[src/hdl/scpt_pkg.sv]
// Package for the canonical position table: request, response and
// controller/datapath interface types, state enum and the board symmetry map.
// No dependencies.
package scpt_pkg;

    localparam int BOARD_DIM = 8;
    localparam int BOARD_BITS = BOARD_DIM * BOARD_DIM;
    localparam int KEY_BITS = 2 * BOARD_BITS;
    localparam int OUT_PAY_BITS = 32;

    localparam logic CMD_LOOKUP = 1'b0;
    localparam logic CMD_SET = 1'b1;
    localparam logic SIDE_WHITE = 1'b1;
    localparam logic [2:0] SYM_FIRST = 3'd0;
    localparam logic [2:0] SYM_LAST = 3'd7;

    typedef logic [BOARD_BITS-1:0] t_board;
    typedef logic [KEY_BITS-1:0] t_key;

    typedef struct packed {
        logic        cmd;
        t_board      black_disks;
        t_board      white_disks;
        logic        to_move;
        logic [31:0] payload_in;
    } t_req;

    typedef struct packed {
        logic                    found;
        logic [OUT_PAY_BITS-1:0] payload_out;
        logic                    status;
    } t_rsp;

    typedef enum logic [1:0] {
        ST_IDLE,
        ST_SYM,
        ST_SRCH
    } t_state;

    // controller to datapath
    typedef struct packed {
        logic       capture;
        logic       sym_step;
        logic       sym_first;
        logic [2:0] sym_sel;
        logic       rd_en;
        logic       finish;
    } t_dp_cmd;

    // datapath to controller
    typedef struct packed {
        logic more;
        logic hit;
        logic miss;
    } t_dp_sts;

    // value at (x,y) of the mapped board is the source square (sx,sy)
    function automatic t_board sym_map(input t_board bb, input logic [2:0] t);
        t_board r;
        int sx;
        int sy;
        r = '0;
        for (int y = 0; y < BOARD_DIM; y++) begin
            for (int x = 0; x < BOARD_DIM; x++) begin
                case (t)
                    3'd0: begin
                        sx = x;
                        sy = y;
                    end
                    3'd1: begin
                        sx = BOARD_DIM - 1 - x;
                        sy = y;
                    end
                    3'd2: begin
                        sx = x;
                        sy = BOARD_DIM - 1 - y;
                    end
                    3'd3: begin
                        sx = BOARD_DIM - 1 - x;
                        sy = BOARD_DIM - 1 - y;
                    end
                    3'd4: begin
                        sx = y;
                        sy = x;
                    end
                    3'd5: begin
                        sx = BOARD_DIM - 1 - y;
                        sy = x;
                    end
                    3'd6: begin
                        sx = y;
                        sy = BOARD_DIM - 1 - x;
                    end
                    default: begin
                        sx = BOARD_DIM - 1 - y;
                        sy = BOARD_DIM - 1 - x;
                    end
                endcase
                r[y*BOARD_DIM+x] = bb[sy*BOARD_DIM+sx];
            end
        end
        return r;
    endfunction

endpackage

[src/hdl/scpt_ctrl.sv]
// Controller for the canonical position table: sequences capture, the eight
// symmetry steps, the linear search and the finishing write/response.
// Depends on scpt_pkg.
module scpt_ctrl (
    input  logic             i_clk,
    input  logic             i_rst_n,
    input  logic             start,
    input  scpt_pkg::t_dp_sts i_sts,
    output scpt_pkg::t_dp_cmd o_cmd,
    output logic             busy
);
    import scpt_pkg::*;

    t_state     r_state;
    t_state     n_state;
    logic [2:0] r_sym;
    logic [2:0] n_sym;

    always_ff @(posedge i_clk) begin
        if (!i_rst_n) begin
            r_state <= ST_IDLE;
            r_sym   <= SYM_FIRST;
        end else begin
            r_state <= n_state;
            r_sym   <= n_sym;
        end
    end

    always_comb begin
        n_state = r_state;
        n_sym   = r_sym;
        o_cmd   = '0;
        case (r_state)
            ST_IDLE: begin
                if (start) begin
                    o_cmd.capture = 1'b1;
                    n_sym         = SYM_FIRST;
                    n_state       = ST_SYM;
                end
            end
            ST_SYM: begin
                o_cmd.sym_step  = 1'b1;
                o_cmd.sym_sel   = r_sym;
                o_cmd.sym_first = (r_sym == SYM_FIRST);
                n_sym           = r_sym + 3'd1;
                if (r_sym == SYM_LAST) begin
                    n_state = ST_SRCH;
                end
            end
            ST_SRCH: begin
                o_cmd.rd_en = i_sts.more && !i_sts.hit;
                if (i_sts.hit || i_sts.miss) begin
                    o_cmd.finish = 1'b1;
                    n_state      = ST_IDLE;
                end
            end
            default: begin
                n_state = ST_IDLE;
            end
        endcase
    end

    assign busy = (r_state != ST_IDLE);

endmodule

[config.mk]
export PLATFORM = sky130hd
export DESIGN_NAME = scpt_ctrl
export DESIGN_NICKNAME = d
export VERILOG_FILES = /design/src/hdl/scpt_pkg.sv /design/src/hdl/scpt_ctrl.sv
export SDC_FILE = /design/constraint.sdc
export NUM_CORES = 1
export LEC_CHECK = 0
export ABC_AREA = 1
export BUFFER_PORTS_ARGS = -buffer_cell sky130_fd_sc_hd__buf_2
export CORE_AREA = 2 2 39 41
export CTS_BUF_LIST = sky130_fd_sc_hd__clkbuf_16
export DETAILED_ROUTE_END_ITERATION = 10
export DIE_AREA = 0 0 41 43
export PLACE_DENSITY = 0.45
export SKIP_LAST_GASP = 1
export SYNTH_ARGS = -nofsm -noshare
export SYNTH_HDL_FRONTEND = slang
export SYNTH_SLANG_ARGS = --single-unit
[constraint.sdc]
create_clock -name i_clk -period 2.4 [get_ports i_clk]
set_input_delay 0.12 -clock i_clk [delete_from_list [all_inputs] [get_ports i_clk]]
set_output_delay 0.12 -clock i_clk [all_outputs]
set_load 0.05 [all_outputs]
[Yosys cells after proc, flatten, opt, wreduce, memory -nomap -nowiden]
Cells that the tools add are included.
Storage, ports and cells
  register bits: 5
  bits of input ports: 6
  logic and storage cells: 29
Operators by class
  add/sub/neg operators: 1
  equal/unequal tests: 6
  multiplexer cells: 11
  reductions and logical operators: 9
Operators by type and width (number)
  2-bit two-way mux: 4
  2-bit != test (second input constant): 3
  2-bit case mux with 3 select lines: 1
  3-bit case mux with 2 select lines: 1
  5-bit two-way mux: 1
  2-bit nonzero test: 2
  3-bit by 1-bit adder with 3-bit output (second input constant): 1
  3-bit == test (second input constant): 1
  3-bit zero test: 1
  1-bit two-way mux: 3
  3-bit two-way mux: 1
  3-bit AND reduction: 1
  2-bit by 1-bit == test with 1-bit output (second input constant): 1
  2-bit == test (second input constant): 1
  2-bit zero test: 1
  2-bit AND reduction: 1
  1-bit logical AND: 1
  1-bit zero test: 1
  1-bit logical OR: 1

[Longest topological paths before layout]
  word-level depth: 3
  depth in mapped cells: 5

[Worst setup path before layout]
OpenSTA, ideal clock, no wires.
  path kind: register to output
  start point: register r_state[1]
  end point: output port o_cmd[1] (netlist name)
  arrival time: 1.646 ns
  data required time: 2.280 ns
  slack: 0.634 ns
  cell stages (with the launch flop): 3
  buffers on the path: 0
  path through: dfxtp_1 > nand2_1 > nor3b_1
RTL lines
  start: declaration: line scpt_ctrl.sv:14  | t_state r_state;
  start signal: assignment: line scpt_ctrl.sv:24  | r_state <= n_state;
  end: declaration: line scpt_ctrl.sv:9  | output scpt_pkg::t_dp_cmd o_cmd,

==> results.py <==
metrics = {
    "outcome": {
        "status": "complete, no violations",
    },
    "grt": {
        "grt_usage": 0.0893,
        "grt_pass1_wl_um": 959,
        "grt_pass1_vias": 262,
        "antenna_found_initial": 0,
        "grt_max_degree": 7,
        "grt-ovfl-total": 0,
    },
    "clock_tree": {
        "hold_buffers": 0,
        "ctsResizeCount": 0,
        "cts_num_sinks": 5,
        "htreeDepth": 1,
        "postCtsSetupBuffers": 0,
        "cts_tree": "built",
        "path_clk_slew_ns": 0.03,
        "cts_buffer_depth": 2,
        "clock_latency_ns": 0.22,
        "clock_tree.root_cell": "clkbuf_16",
        "cts_buffers": 3,
    },
    "setup_path": {
        "r2r_slack_ns": 1.39,
        "crit_type": "reg -> out",
        "crit_arrival_ns": 1.26,
        "r2r-start": "r_sym[0]$_SDFFE_PN0P_",
        "cp_data_required_time_ns": 2.28,
        "reg2reg_depth": 4,
        "cp_max_fo": 6,
        "cp_num_buf_inv": 3,
        "critical_path.max_stage_delay_ns": 0.38,
        "cp_slowest_cell": "dfxtp_1",
        "worstSetupStartpointType": "flop",
        "crit_path_end_kind": "primary output",
        "crit_family": "buffers and inverters",
        "cp_cell_sequence": "inv_2 -> nor2_4 -> inv_1 -> nor2_1 -> buf_2",
        "r2r_end": "r_sym[2]$_SDFFE_PN0P_",
    },
    "die": {
        "start_util": 0.223,
        "dieHeight_um": 43,
        "pin_count": 15,
        "coreArea_um2": 1380,
        "fp.dieW_um": 41,
        "die-area_um2": 1760,
        "rows": 14,
    },
    "placement": {
        "dp_hpwl_um": 533,
        "gp_congestion": 0.647,
        "placed_cells": 75,
        "io_buffers": 14,
    },
    "sta": {
        "fmax_mhz": 724,
        "tightest_slew_ns": 0.252,
        "whs_ns": 0.151,
        "finalHoldViolations": 0,
        "fin_skew_ns": 0.000442,
        "fin_tns_setup_ns": 0,
        "min_period_over_period": 0.575,
        "slew_headroom": 0.833,
        "min_period_ns": 1.38,
        "setup_violations": 0,
        "rsz0062_at_grt": "no",
        "drv_slew": 0,
    },
    "layout": {
        "syn_to_final_growth_pct": 52.2,
        "final_core_util": 0.340,
        "fin_cells": 79,
        "fill_cells": 160,
        "fin_nets": 73,
        "n_antenna_cell": 0,
        "drive_above_1_share": 0.317,
    },
    "detailed_routing": {
        "drt_first_pass_iters": 2,
        "vias": 315,
        "drtIter0Drc": 4,
        "drtAntennaViolNets": 0,
        "drcViolationCount": 0,
        "via_per_inst": 3.99,
        "wl_um": 648,
        "routedWlPerCell_um": 8.20,
    },
    "power": {
        "cellPowerDensity_nw_per_um2": 877,
        "ir_drop_v": 0.000385,
        "leakage_nw": 0.252,
    },
    "synth": {
        "synth.avg_cell_area_um2": 6.72,
        "postSynthCellCount": 46,
        "syn_area_um2": 309,
        "synth.yosys.seq_area_share": 0.324,
        "synth_area_leaders": "dfxtp_1, ha_1, inv_1",
        "syn_nets": 55,
        "yosys_warnings": 0,
        "yosys.area.top_type": "dfxtp_1",
        "synth-seq-cells": 5,
        "synth_cell_type_count": 13,
        "synth_top_cell_area_share": 0.324,
    },
    "min_path": {
        "min_from": "i_rst_n",
        "hold_depth": 3,
        "hp-class": "in -> reg",
        "worst_hold_path.endpoint": "r_sym[0]$_SDFFE_PN0P_",
    },
    "flow_run": {
        "maxCapViolCount": 0,
    },
}
-- routing by layer --
| metal | global-route usage | part of all wire | wire, µm | up-vias |
|---|---|---|---|---|
| li1 | - | - | - | 173 |
| met1 | 0.0994 | 0.46 | 296 | 128 |
| met2 | 0.103 | 0.41 | 263 | 12 |
| met3 | 0.0366 | 0.13 | 81 | 2 |
| met4 | 0.120 | 0.011 | 7 | 0 |
| met5 | 0 | 0 | 0 | - |
-- kinds of logic (layout without fill, tap and decap cells) --
group / after synthesis / count (layout) / synth area share
AOI/OAI and AO/OA: 6 / 6 / 0.109
adders and majority gates: 3 / 3 / 0.121
buffers and inverters: 11 / 28 / 0.146
DFF: 5 / 5 / 0.324
and+or+nand+nor: 21 / 21 / 0.300
-- where the power goes --
group / switching (W) / total (W) / internal [W] / leakage, nW
sequential: 0.00000325 / 0.0000907 / 0.0000874 / 0.0408
clock: 0.0000495 / 0.000265 / 0.000215 / 0.0423
combinational: 0.0000421 / 0.0000573 / 0.0000152 / 0.169
-- layout make-up --
type                    instances  area (µm²)  share of cell area
repair buffers                 14        70.1               0.149
clock inverters                 1        3.75             0.00798
well taps                      16        20.0              0.0426
flip-flops and latches          5         100               0.213
inverters                      10        37.5              0.0798
clock buffers                   3        75.1               0.160
multi-input cells              30         164               0.348
-- cell usage after synthesis --
library cell and n:
a21oi_1 4, buf_4 1, dfxtp_1 5, ha_1 3, inv_1 9, inv_2 1, nand2_1 8, nand3_1 2
nor2_1 9, nor2_4 1, nor3b_1 1, o21ai_0 1, o21ai_2 1
-- per-stage QoR --
stage / area, µm² / setup slack (ns) / power (W)
2_1_floorplan: 309 / 0.634 / 0.000137
3_5_place_dp: 392 / 1.25 / 0.000150
4_1_cts: 470 / 1.01 / 0.000421
3_3_place_gp: 392 / 1.26 / 0.000151
6_report: 470 / 1.02 / 0.000413
5_1_grt: 470 / 0.944 / 0.000435
-- worst reg2reg max path: cells and delay by family (launching register included) --
family                   cells  cell delay [ns]
AND/OR/NAND/NOR              1             0.04
adder cells (fa/ha/maj)      2             0.46
flip-flops                   1             0.31
AO/OA/AOI/OAI                1             0.13
-- how the worst max path moves through the flow --
stage | from | endpoint | cells after the start
after global placement | r_state[0]$_SDFFE_PN0P_ | o_cmd[3] | 5
final | r_state[0]$_SDFFE_PN0P_ | o_cmd[5] | 5
after global routing | r_state[0]$_SDFFE_PN0P_ | o_cmd[4] | 5
after CTS | r_state[0]$_SDFFE_PN0P_ | o_cmd[5] | 5
after floorplan | r_state[1]$_SDFFE_PN0P_ | o_cmd[1] | 2
after detailed placement | r_state[0]$_SDFFE_PN0P_ | o_cmd[5] | 5
-- placed cells by master (no fill, tap or decap), drive strengths merged --
| cell | n |
|---|---|
| a21oi | 4 |
| nand3 | 2 |
| buf | 14 |
| nand2 | 8 |
| dfxtp | 5 |
| nor3b | 1 |
| o21ai | 2 |
| inv | 11 |
| nor2 | 10 |
| ha | 3 |
| clkbuf | 3 |
-- state kept, by name, summed over array words and instances, names as in the netlist --
signal	count
r_sym	3
r_state	2
No activity file was read; power rests on OpenSTA's default activity.
